`src/hw/rtl/jsu_pkg.sv`:
```
`timescale 1ns / 1ps
`default_nettype none

package jsu_pkg;

    // Result kind codes
    typedef logic [1:0] t_kind;

    localparam t_kind KIND_BYTE  = 2'd0;
    localparam t_kind KIND_DONE  = 2'd1;
    localparam t_kind KIND_ERROR = 2'd2;

    // Results caused by one input transfer: up to four bytes, or a single
    // done or error result. last_idx is the number of results minus one.
    typedef struct packed {
        logic [1:0]      last_idx;
        t_kind           kind;
        logic            had_escape;
        logic [3:0][7:0] bytes;
    } t_bundle;

endpackage

`default_nettype wire

```
`src/hw/rtl/json_string_unescape_utf8_top.sv`:
```
// JSON string unescaper: takes the bytes of one quoted string literal, opening
// quote first, and emits the decoded UTF-8 bytes, then a done result (with a
// flag telling whether any escape appeared) or an error result. Each input
// byte is decoded in the cycle it is transferred and its results appear on
// the output in the cycle after. The input takes one byte per cycle while
// each byte yields at most one result and the output is ready; a \uXXXX
// escape that finishes a code point yields up to four bytes, and the input
// then stalls until the last of them is transferred, since the single output
// result buffer holds one byte's results. A stalled output holds off the
// input whether or not the next byte yields a result. After an error, bytes
// are dropped until an input_end transfer returns the block to idle.
`timescale 1ns / 1ps
`default_nettype none

module json_string_unescape_utf8_top
    import jsu_pkg::*;
(
    input  wire logic       i_clk,
    input  wire logic       i_rst_n,
    input  wire logic       i_in_valid,
    output logic            o_in_ready,
    input  wire logic [7:0] i_data_byte,
    input  wire logic       i_input_end,
    output logic            o_out_valid,
    input  wire logic       i_out_ready,
    output logic [7:0]      o_out_byte,
    output logic [1:0]      o_out_kind,
    output logic            o_had_escape,
    output logic            o_last
);

    t_bundle bundle;
    logic    load;
    logic    free;
    logic    accept;

    assign o_in_ready = free;
    assign accept     = i_in_valid && free;

    jsu_decode u_decode (
        .i_clk       (i_clk),
        .i_rst_n     (i_rst_n),
        .i_accept    (accept),
        .i_data_byte (i_data_byte),
        .i_input_end (i_input_end),
        .o_bundle    (bundle),
        .o_load      (load)
    );

    jsu_outbuf u_outbuf (
        .i_clk        (i_clk),
        .i_rst_n      (i_rst_n),
        .i_load       (accept && load),
        .i_bundle     (bundle),
        .o_free       (free),
        .o_out_valid  (o_out_valid),
        .i_out_ready  (i_out_ready),
        .o_out_byte   (o_out_byte),
        .o_out_kind   (o_out_kind),
        .o_had_escape (o_had_escape),
        .o_last       (o_last)
    );

endmodule

`default_nettype wire

```
`src/hw/rtl/jsu_decode.sv`:
```
`timescale 1ns / 1ps
`default_nettype none

module jsu_decode
    import jsu_pkg::*;
(
    input  wire logic       i_clk,
    input  wire logic       i_rst_n,
    input  wire logic       i_accept,
    input  wire logic [7:0] i_data_byte,
    input  wire logic       i_input_end,
    output t_bundle         o_bundle,
    output logic            o_load
);

    // Parser phases
    localparam logic [2:0] PH_IDLE     = 3'd0;
    localparam logic [2:0] PH_BODY     = 3'd1;
    localparam logic [2:0] PH_ESC      = 3'd2;
    localparam logic [2:0] PH_HEX      = 3'd3;
    localparam logic [2:0] PH_PAIR_BS  = 3'd4;
    localparam logic [2:0] PH_PAIR_U   = 3'd5;
    localparam logic [2:0] PH_PAIR_HEX = 3'd6;
    localparam logic [2:0] PH_ERROR    = 3'd7;

    // Character codes
    localparam logic [7:0] CH_QUOTE = 8'h22;
    localparam logic [7:0] CH_BSL   = 8'h5C;
    localparam logic [7:0] CH_SLASH = 8'h2F;
    localparam logic [7:0] CH_B     = 8'h62;
    localparam logic [7:0] CH_F     = 8'h66;
    localparam logic [7:0] CH_N     = 8'h6E;
    localparam logic [7:0] CH_R     = 8'h72;
    localparam logic [7:0] CH_T     = 8'h74;
    localparam logic [7:0] CH_U     = 8'h75;

    // Bit 4 flags a valid hex digit, bits 3:0 hold its value
    function automatic logic [4:0] hex_value(input logic [7:0] b);
        logic [4:0] v;
        v = 5'd0;
        if (b >= 8'h30 && b <= 8'h39) begin
            v = {1'b1, 4'(b - 8'h30)};
        end else if (b >= 8'h61 && b <= 8'h66) begin
            v = {1'b1, 4'(b - 8'h57)};
        end else if (b >= 8'h41 && b <= 8'h46) begin
            v = {1'b1, 4'(b - 8'h37)};
        end
        return v;
    endfunction

    logic [2:0]  r_phase, n_phase;
    logic [15:0] r_acc, n_acc;
    logic [15:0] r_high, n_high;
    logic [2:0]  r_left, n_left;
    logic        r_esc, n_esc;

    logic [4:0]  hv;
    logic [15:0] acc_next;
    logic [2:0]  left_next;
    logic [20:0] cp_pair;
    logic [20:0] cp;
    logic [3:0][7:0] enc_bytes;
    logic [1:0]  enc_last;

    assign hv        = hex_value(i_data_byte);
    assign acc_next  = {r_acc[11:0], hv[3:0]};
    assign left_next = r_left - 3'd1;

    // Join surrogate halves: both offsets are the low ten bits
    assign cp_pair = 21'h10000 + {1'b0, r_high[9:0], acc_next[9:0]};
    assign cp      = (r_phase == PH_PAIR_HEX) ? cp_pair : {5'd0, acc_next};

    // Encode the code point as UTF-8
    always_comb begin
        enc_bytes = '0;
        if (cp < 21'h80) begin
            enc_last     = 2'd0;
            enc_bytes[0] = cp[7:0];
        end else if (cp < 21'h800) begin
            enc_last     = 2'd1;
            enc_bytes[0] = 8'hC0 | {3'd0, cp[10:6]};
            enc_bytes[1] = 8'h80 | {2'd0, cp[5:0]};
        end else if (cp < 21'h10000) begin
            enc_last     = 2'd2;
            enc_bytes[0] = 8'hE0 | {4'd0, cp[15:12]};
            enc_bytes[1] = 8'h80 | {2'd0, cp[11:6]};
            enc_bytes[2] = 8'h80 | {2'd0, cp[5:0]};
        end else begin
            enc_last     = 2'd3;
            enc_bytes[0] = 8'hF0 | {5'd0, cp[20:18]};
            enc_bytes[1] = 8'h80 | {2'd0, cp[17:12]};
            enc_bytes[2] = 8'h80 | {2'd0, cp[11:6]};
            enc_bytes[3] = 8'h80 | {2'd0, cp[5:0]};
        end
    end

    // Next state and results for the byte on the input
    always_comb begin
        logic do_err;
        logic do_byte;
        logic do_enc;
        logic [7:0] out_b;

        n_phase  = r_phase;
        n_acc    = r_acc;
        n_high   = r_high;
        n_left   = r_left;
        n_esc    = r_esc;
        o_bundle = '0;
        o_load   = 1'b0;
        do_err   = 1'b0;
        do_byte  = 1'b0;
        do_enc   = 1'b0;
        out_b    = i_data_byte;

        if (i_input_end) begin
            n_phase = PH_IDLE;
            if (r_phase != PH_IDLE && r_phase != PH_ERROR) begin
                o_load        = 1'b1;
                o_bundle.kind = KIND_ERROR;
            end
        end else begin
            unique case (r_phase)
                PH_IDLE: begin
                    if (i_data_byte != CH_QUOTE) begin
                        do_err = 1'b1;
                    end else begin
                        n_esc   = 1'b0;
                        n_phase = PH_BODY;
                    end
                end
                PH_BODY: begin
                    if (i_data_byte == CH_QUOTE) begin
                        n_phase             = PH_IDLE;
                        o_load              = 1'b1;
                        o_bundle.kind       = KIND_DONE;
                        o_bundle.had_escape = r_esc;
                    end else if (i_data_byte == CH_BSL) begin
                        n_esc   = 1'b1;
                        n_phase = PH_ESC;
                    end else if (i_data_byte < 8'h20) begin
                        do_err = 1'b1;
                    end else begin
                        do_byte = 1'b1;
                    end
                end
                PH_ESC: begin
                    n_phase = PH_BODY;
                    unique case (i_data_byte)
                        CH_QUOTE, CH_BSL, CH_SLASH: do_byte = 1'b1;
                        CH_B: begin do_byte = 1'b1; out_b = 8'h08; end
                        CH_F: begin do_byte = 1'b1; out_b = 8'h0C; end
                        CH_N: begin do_byte = 1'b1; out_b = 8'h0A; end
                        CH_R: begin do_byte = 1'b1; out_b = 8'h0D; end
                        CH_T: begin do_byte = 1'b1; out_b = 8'h09; end
                        CH_U: begin
                            n_acc   = 16'd0;
                            n_left  = 3'd4;
                            n_phase = PH_HEX;
                        end
                        default: do_err = 1'b1;
                    endcase
                end
                PH_HEX, PH_PAIR_HEX: begin
                    if (!hv[4]) begin
                        do_err = 1'b1;
                    end else begin
                        n_acc  = acc_next;
                        n_left = left_next;
                        if (left_next == 3'd0) begin
                            if (r_phase == PH_HEX) begin
                                if (acc_next[15:10] == 6'b110110) begin
                                    n_high  = acc_next;
                                    n_phase = PH_PAIR_BS;
                                end else begin
                                    n_phase = PH_BODY;
                                    do_enc  = 1'b1;
                                end
                            end else if (acc_next[15:10] != 6'b110111) begin
                                do_err = 1'b1;
                            end else begin
                                n_phase = PH_BODY;
                                do_enc  = 1'b1;
                            end
                        end
                    end
                end
                PH_PAIR_BS: begin
                    if (i_data_byte != CH_BSL) begin
                        do_err = 1'b1;
                    end else begin
                        n_phase = PH_PAIR_U;
                    end
                end
                PH_PAIR_U: begin
                    if (i_data_byte != CH_U) begin
                        do_err = 1'b1;
                    end else begin
                        n_acc   = 16'd0;
                        n_left  = 3'd4;
                        n_phase = PH_PAIR_HEX;
                    end
                end
                PH_ERROR: n_phase = PH_ERROR;
                default:  n_phase = PH_ERROR;
            endcase

            if (do_err) begin
                n_phase       = PH_ERROR;
                o_load        = 1'b1;
                o_bundle.kind = KIND_ERROR;
            end else if (do_byte) begin
                o_load            = 1'b1;
                o_bundle.bytes[0] = out_b;
            end else if (do_enc) begin
                o_load            = 1'b1;
                o_bundle.bytes    = enc_bytes;
                o_bundle.last_idx = enc_last;
            end
        end
    end

    // Advance parser state on each input transfer
    always_ff @(posedge i_clk) begin
        if (!i_rst_n) begin
            r_phase <= PH_IDLE;
            r_acc   <= 16'd0;
            r_high  <= 16'd0;
            r_left  <= 3'd0;
            r_esc   <= 1'b0;
        end else if (i_accept) begin
            r_phase <= n_phase;
            r_acc   <= n_acc;
            r_high  <= n_high;
            r_left  <= n_left;
            r_esc   <= n_esc;
        end
    end

endmodule

`default_nettype wire

```
`src/hw/rtl/jsu_outbuf.sv`:
```
`timescale 1ns / 1ps
`default_nettype none

module jsu_outbuf
    import jsu_pkg::*;
(
    input  wire logic       i_clk,
    input  wire logic       i_rst_n,
    input  wire logic       i_load,
    input  wire t_bundle    i_bundle,
    output logic            o_free,
    output logic            o_out_valid,
    input  wire logic       i_out_ready,
    output logic [7:0]      o_out_byte,
    output logic [1:0]      o_out_kind,
    output logic            o_had_escape,
    output logic            o_last
);

    t_bundle    r_bundle;
    logic       r_busy;
    logic [1:0] r_idx;
    logic       take;
    logic       done_take;

    assign take      = r_busy && i_out_ready;
    assign done_take = take && o_last;
    assign o_free    = !r_busy || done_take;

    assign o_out_valid  = r_busy;
    assign o_out_byte   = r_bundle.bytes[r_idx];
    assign o_out_kind   = r_bundle.kind;
    assign o_had_escape = r_bundle.had_escape;
    assign o_last       = (r_idx == r_bundle.last_idx);

    // Hold the result payload of the latest producing transfer
    always_ff @(posedge i_clk) begin
        if (i_load) begin
            r_bundle <= i_bundle;
        end
    end

    // Step through the held results one transfer at a time
    always_ff @(posedge i_clk) begin
        if (!i_rst_n) begin
            r_busy <= 1'b0;
            r_idx  <= 2'd0;
        end else if (i_load) begin
            r_busy <= 1'b1;
            r_idx  <= 2'd0;
        end else if (done_take) begin
            r_busy <= 1'b0;
            r_idx  <= 2'd0;
        end else if (take) begin
            r_idx <= r_idx + 2'd1;
        end
    end

`ifndef SYNTHESIS
    a_idx_in_range: assert property (@(posedge i_clk) disable iff (!i_rst_n)
        r_busy |-> r_idx <= r_bundle.last_idx)
        else $error("result index past end of bundle");

    a_load_when_free: assert property (@(posedge i_clk) disable iff (!i_rst_n)
        i_load |-> o_free)
        else $error("bundle loaded over undelivered results");

    a_drain_clears: assert property (@(posedge i_clk) disable iff (!i_rst_n)
        (done_take && !i_load) |=> !r_busy)
        else $error("buffer still busy after last result transfer");

    a_stall_holds: assert property (@(posedge i_clk) disable iff (!i_rst_n)
        (r_busy && !i_out_ready) |=> ($stable(r_idx) && r_busy))
        else $error("result index moved during stall");
`endif

endmodule

`default_nettype wire
```
`config.mk`:
```
export PLATFORM = sky130hd
export DESIGN_NAME = json_string_unescape_utf8_top
export DESIGN_NICKNAME = d
export VERILOG_FILES = /design/src/hw/rtl/jsu_pkg.sv /design/src/hw/rtl/json_string_unescape_utf8_top.sv /design/src/hw/rtl/jsu_decode.sv /design/src/hw/rtl/jsu_outbuf.sv
export SDC_FILE = /design/constraint.sdc
export NUM_CORES = 1
export LEC_CHECK = 0
export BUFFER_PORTS_ARGS = -buffer_cell sky130_fd_sc_hd__buf_2
export CAP_MARGIN = 20
export CORE_UTILIZATION = 55
export CTS_CLUSTER_DIAMETER = 100
export DETAILED_ROUTE_END_ITERATION = 12
export GPL_TIMING_DRIVEN = 0
export PLACE_DENSITY = 0.76
export SYNTH_ARGS = -nofsm -noshare
export SYNTH_HDL_FRONTEND = slang
export SYNTH_HIERARCHICAL = 1
export SYNTH_SLANG_ARGS = --single-unit
```
`constraint.sdc`:
```
create_clock -name i_clk -period 3.7 [get_ports i_clk]
set_input_delay 0.37 -clock i_clk [delete_from_list [all_inputs] [get_ports i_clk]]
set_output_delay 0.37 -clock i_clk [all_outputs]
set_load 0.05 [all_outputs]
```
After elaboration in Yosys (flattened, before gate mapping)
Index checks and enable logic that the tools add are counted.
{"block": "totals", "ram_bits": 0, "in_bits": 13, "memories": 0, "latchBits": 0, "output_inout_bits": 14, "wordCells": 186, "mem_bits_ro": 0, "regBits": 69}
{"block": "op_classes", "muxes": 82, "n_eq_ne": 36, "shift": 0, "multipliers": 0, "n_bitwise": 5, "n_reduce_logical": 29, "n_addsub": 6, "n_div": 0, "order_cmp": 11}
{"op": "$eq 8x7->1 const B", "count": 7}
{"op": "$mux 3", "count": 16}
{"op": "$mux 8", "count": 6}
{"op": "$pmux 8 s5", "count": 1}
{"op": "$mux 1", "count": 38}
{"op": "$mux 12", "count": 3}
{"op": "$pmux 12 s3", "count": 1}
{"op": "$mux 22", "count": 1}
{"op": "$add 17x20->21 const A", "count": 1}
{"op": "$lt 21x12->1 const B", "count": 1}
{"op": "$lt 21x17->1 const B", "count": 1}
{"op": "$lt 21x8->1 const B", "count": 1}
{"op": "$mux 21", "count": 1}
{"op": "$pmux 3 s7", "count": 1}
{"op": "$bmux 8 s2", "count": 1}
{"op": "$eq 8x6->1 const B", "count": 2}
{"op": "$ge 8x7->1 const B", "count": 2}
{"op": "$le 8x7->1 const B", "count": 2}
{"op": "$mux 16", "count": 1}
{"op": "$ne 8x7->1 const B", "count": 2}
{"op": "$mux 5", "count": 3}
{"op": "$eq 3x3->1 const B", "count": 4}
{"op": "$ne 4x4->1 const B", "count": 3}
{"op": "$reduce_and 6->1", "count": 2}
{"op": "other kinds (40)", "count": 68}

Logic depth before layout (Yosys ltp)
{"block": "logic_depth", "ltp_word": 14, "ltp_mapped": 13, "ltp_nobuf": 13}

Modules after synthesis
Netlist, hierarchy kept.
{"mod": "jsu_decode", "area_each_um2": 2826.5, "cells_per_inst": 409, "n_inst": 1, "seq_area_each_um2": 580.6}
{"mod": "jsu_outbuf", "area_each_um2": 1500.2, "cells_per_inst": 68, "n_inst": 1, "seq_area_each_um2": 1171.1}
{"mod": "json_string_unescape_utf8_top", "area_each_um2": 12.5, "cells_per_inst": 2, "n_inst": 1, "seq_area_each_um2": 0.0}

Worst setup path before layout
OpenSTA, ideal clock, no wires.
{"block": "synth_path", "kind": "in2reg", "startpoint": "input i_data_byte[3]", "endpoint": "register u_outbuf.r_idx[1]", "path_buffers": 1, "setup_time_ns": 0.154, "arrival_ns": 3.670, "required_ns": 3.546, "cell_stages": 12, "path_slack_ns": -0.125, "cell_sequence": "clkbuf_1 nand2_1 or4_1 o21ai_0 nor2_1 o31ai_1 nor3_1 o21bai_1 and3_1 nor2b_1 o2111ai_1 a31oi_1"}
{"block": "synth_via", "elab_chain_cells": 14, "word_cells_on_any_way": 54, "cone_classes": "order compare: 7; eq/ne: 12; mux: 28; reduce/logical: 7"}
{"item": "start, declared", "line": "json_string_unescape_utf8_top.sv:22", "source": "input wire logic [7:0] i_data_byte,"}
{"item": "$ge 8x7->1 or $le 8x7->1 (tied branches)", "line": "jsu_decode.sv:45", "source": "end else if (b >= 8'h41 && b <= 8'h46) begin"}
{"item": "$logic_and 1x1->1", "line": "jsu_decode.sv:45"}
{"item": "$mux 5", "line": "jsu_decode.sv:45"}
{"item": "$mux 5", "line": "jsu_decode.sv:43", "source": "end else if (b >= 8'h61 && b <= 8'h66) begin"}
{"item": "$mux 5", "line": "jsu_decode.sv:41", "source": "if (b >= 8'h30 && b <= 8'h39) begin"}
{"item": "$mux 1", "line": "jsu_decode.sv:165", "source": "if (!hv[4]) begin"}
{"item": "$mux 1", "line": "jsu_decode.sv:123", "source": "unique case (r_phase)"}
{"item": "$mux 1", "line": "jsu_decode.sv:116", "source": "if (i_input_end) begin"}
{"item": "$mux 1", "line": "jsu_decode.sv:215", "source": "end else if (do_enc) begin"}
{"item": "$mux 1", "line": "jsu_decode.sv:212", "source": "end else if (do_byte) begin"}
{"item": "$mux 1 (*)", "line": "jsu_decode.sv:208", "source": "if (do_err) begin"}
{"item": "$mux 1 (*)", "line": "jsu_decode.sv:116"}
{"item": "named net load", "line": "json_string_unescape_utf8_top.sv:33", "source": "logic load;"}
{"item": "$logic_and 1x1->1 (*)", "line": "json_string_unescape_utf8_top.sv:53", "source": ".i_load (accept && load),"}
{"item": "$reduce_or 3->1 (no source line) (*)"}
{"item": "end signal, assigned", "line": "jsu_outbuf.sv:55", "source": "r_idx <= r_idx + 2'd1;"}
{"item": "end, declared", "line": "jsu_outbuf.sv:22", "source": "logic [1:0] r_idx;"}
Mark *: on every way through the listed nets, which the timed path passes. The rest lies on a longest branch. The select of a mux whose other input is x is not followed.
A chain may end at the register's enable or synchronous reset.

Final worst setup path
{"block": "layout_path", "startpoint": "input i_data_byte[5]", "endpoint": "register u_outbuf.r_idx[0]"}
Same word-level chain as after synthesis.

==> results.sh <==
export IMPL_status="completed"
export IMPL_grt_max_degree=41
export IMPL_met3_usage=0.04966
export IMPL_grt_use_met2=0.4659
export IMPL_fin_nets=537
export IMPL_grt_pass1_vias=3665
export IMPL_power_density_nw_per_um2=384.8
export IMPL_clkTransAtPathRegs_ps=80
export IMPL_synth_area_leaders="edfxtp_1 (26%), dfxtp_1 (15%), a21oi_1 (5.3%)"
export IMPL_drt_initial_drc_count=455
export IMPL_use_met1=0.3659
export IMPL_cp_start_kind="input port"
export IMPL_async_flop_share=0
export IMPL_final_hold_violation_count=0
export IMPL_ant_nets=0
export IMPL_clockBufferDepth=2
export IMPL_cts_setup_buffers=0
export IMPL_p_leak_nw=1.713
export IMPL_r2r_end="u_outbuf/r_bundle[10]"
export IMPL_cts_hold_buf=0
export IMPL_hold_start="i_out_ready"
export IMPL_slew_viol_final=0
export IMPL_dp_hpwl_um=8393
export IMPL_grt_overflow=0
export IMPL_crit_buf_inv=1
export IMPL_die_area_um2=8248
export IMPL_yosys_warnings=6
export IMPL_clock_sinks=69
export IMPL_critPathKind="input port to flip-flop"
export IMPL_grt_pass1_wl_um=18040
export IMPL_r2r_cells=8
export IMPL_syn2layout_area_growth_pct=10.81
export IMPL_wl_um=11310
export IMPL_cts_tree="done"
export IMPL_multi_input_area_um2=2405
export IMPL_grt_setup_unrepaired="no"
export IMPL_setup_worst_path_end_class="flip-flop"
export IMPL_core_area_um2=7687
export IMPL_fillers=676
export IMPL_fin_crit_ps=3479
export IMPL_drc=0
export IMPL_cp_max_fo=40
export IMPL_totalPowerFinal_mw=1.850
export IMPL_synth_cell_types=74
export IMPL_root_buffer="clkbuf_8"
export IMPL_antenna_found_initial=0
export IMPL_netlist_area_um2=4339
export IMPL_die_y_um=90.82
export IMPL_place_area_um2=4596
export IMPL_min_to="u_outbuf/r_idx[1]"
export IMPL_cts_buffers=9
export IMPL_synth_edff_count=37
export IMPL_fmax_mhz=287.4
export IMPL_dieWidth_um=90.82
export IMPL_holdPathStages=2
export IMPL_utilization=0.6255
export IMPL_yosysTopAreaCell="edfxtp_1"
export IMPL_crit_chain="clkbuf_1 > or4b_1 > nor3_1 > mux2i_1 > a221o_1 > a31oi_1 > o21ai_0 > o21bai_1 > and3_4 > nor2b_1 > nand3_1 > o31ai_2"
export IMPL_arrival_ps=3760
export IMPL_critPathMaxStageDelay_ps=530
export IMPL_cap_violations=0
export IMPL_rows=32
export IMPL_routedWlPerCell_um=18.15
export IMPL_start_util=0.5645
export IMPL_final_cell_area_um2=4808
export IMPL_viasPerCell=6.311
export IMPL_setup_viol=0
export IMPL_hp_class="input port to flip-flop"
export IMPL_r2r_setup_slack_ps=280
export IMPL_worstMarginPinSlew_ps=976.3
export IMPL_yosysSeqAreaShare=0.4037
export IMPL_cp_slowest_cell="or4b_1"
export IMPL_slew_headroom=0.3475
export IMPL_synthFlopType="edfxtp_1"
export IMPL_peakVddDrop_mv=0.1998
export IMPL_drive_gt1_frac=0.1363
export IMPL_regArea_um2=1752
export IMPL_crit_family="simple AND/OR/NAND/NOR gates"
export IMPL_fin_worst_skew_ps=11.35
export IMPL_reg2reg_from="u_decode/r_high[6]"
export IMPL_grt_usage=0.2819
export IMPL_crit_required_ps=3980
export IMPL_drtPass1Iterations=5
export IMPL_clock_latency_ps=360
export IMPL_syn_area_per_cell_um2=9.059
export IMPL_hold_slack_ps=283.1
export IMPL_place_gp_congestion=0.9603
export IMPL_num_vias=3932
export IMPL_finalCritPeriodShare=0.9403
export IMPL_port_buffers=24
export IMPL_io_pin_count=27
export IMPL_diodes=0
export IMPL_yosysTopAreaCellShare=0.2561
export IMPL_ys_seq_elements=69
export IMPL_cts_max_level=3
export IMPL_synthCells=479
export IMPL_grt_busiest_layer="met2"
[worst reg2reg max path, cell delays in order (launching register included)]
cell and delay [ps]:
dfxtp_1 480, or4b_2 620, nor4_1 320, nand3_1 250
a21oi_1 500, nand2_1 300, nand3b_4 150, clkbuf_1 390
nor2_1 140
[power breakdown]
| group | internal [mW] | total [mW] | switching [mW] |
|---|---|---|---|
| registers | 0.860 | 0.881 | 0.0215 |
| logic | 0.0992 | 0.329 | 0.230 |
| clock network | 0.320 | 0.640 | 0.320 |
[metal layers]
| metal | wire length (µm) | share of wire |
|---|---|---|
| met1 | 4900 | 0.43 |
| met2 | 5404 | 0.48 |
| met3 | 706 | 0.062 |
| met4 | 294 | 0.026 |
| met5 | 0 | 0 |
[per-stage QoR]
| step | setup WS [ps] | std cells | setup TNS, ps |
|---|---|---|---|
| 5_1_grt | 23.03 | 623 | 0 |
| 3_5_place_dp | -518.6 | 607 | -16130 |
| 6_report | 220.9 | 623 | 0 |
| 2_1_floorplan | 313.6 | 481 | 0 |
| 3_3_place_gp | -417.8 | 607 | -12680 |
| 4_1_cts | 93.00 | 623 | 0 |
[kinds of logic (layout without fill, tap and decap cells)]
group,after synthesis,after routing,share of synthesized area
compound gates,123,123,0.1869
xor+xnor,6,6,0.01211
fa+ha+maj,8,8,0.02307
buf+inv,44,84,0.04613
flops,69,69,0.4037
mux,26,26,0.08477
other cells,1,3,0.0008642
simple gates,202,202,0.2425
[registers in the layout, indices dropped and copies added, names as in the netlist]
name                   count
u_decode/r_acc            12
u_decode/r_left            3
u_outbuf/o_had_escape      1
u_outbuf/r_bundle         34
u_outbuf/o_out_valid       1
u_decode/r_esc             1
u_decode/r_phase           3
u_decode/r_high           10
u_outbuf/o_out_kind        2
u_outbuf/r_idx             2
[cells in the mapped netlist (all sizes together), types with 8 or more instances]
library cell and n:
nand2b 17, mux4 8, a21oi 46, buf 10, a31oi 8, ha 8
mux2i 18, a211oi 8, edfxtp 37, nor3 19, inv 12, dfxtp 32
clkbuf 21, nand2 32, nand3 25, nor2 54, o21ai 20
[worst max-delay path by stage]
stage                       start                    end  slack [ps]  cells past startpoint
3_5_place_dp       i_data_byte[2]      u_outbuf/r_idx[1]        -520                     13
5_1_grt        u_decode/r_high[6]  u_outbuf/r_bundle[10]          20                      8
3_3_place_gp       i_data_byte[2]      u_outbuf/r_idx[0]        -420                     13
6_report           i_data_byte[5]      u_outbuf/r_idx[0]         220                     12
4_1_cts            i_data_byte[6]      u_outbuf/r_idx[1]          90                     12
2_1_floorplan      i_data_byte[3]      u_outbuf/r_idx[1]         310                     12
[final cells by class]
type / count / share of cell area
tap: 102 / 0.02654
inverter: 13 / 0.01015
clock buffer: 9 / 0.02576
buffer: 31 / 0.03149
multi-input combinational: 368 / 0.5001
clock inverter: 7 / 0.01665
timing repair buffer: 24 / 0.02498
sequential: 69 / 0.3643
[layout by cell type (no fill, tap or decap), drive strengths merged, types with 5 or more instances in the layout]
master,instances
a211oi,8
a21oi,46
a31oi,8
and2,7
buf,34
clkbuf,30
dfxtp,32
edfxtp,37
ha,8
inv,16
mux2i,18
mux4,8
nand2,32
nand2b,17
nand3,25
nor2,54
nor2b,7
nor3,19
nor4,6
o211ai,5
o21ai,20
or2,5
or3,6
[repair_timing]
action | CTS | global route
endpoints found under the hold margin | 0 | 0
endpoints found under the setup margin | 40 | 40
resized for setup | 1 | 1
cloned | 0 | 0
Note: power is estimated with default switching activity, not from simulation.
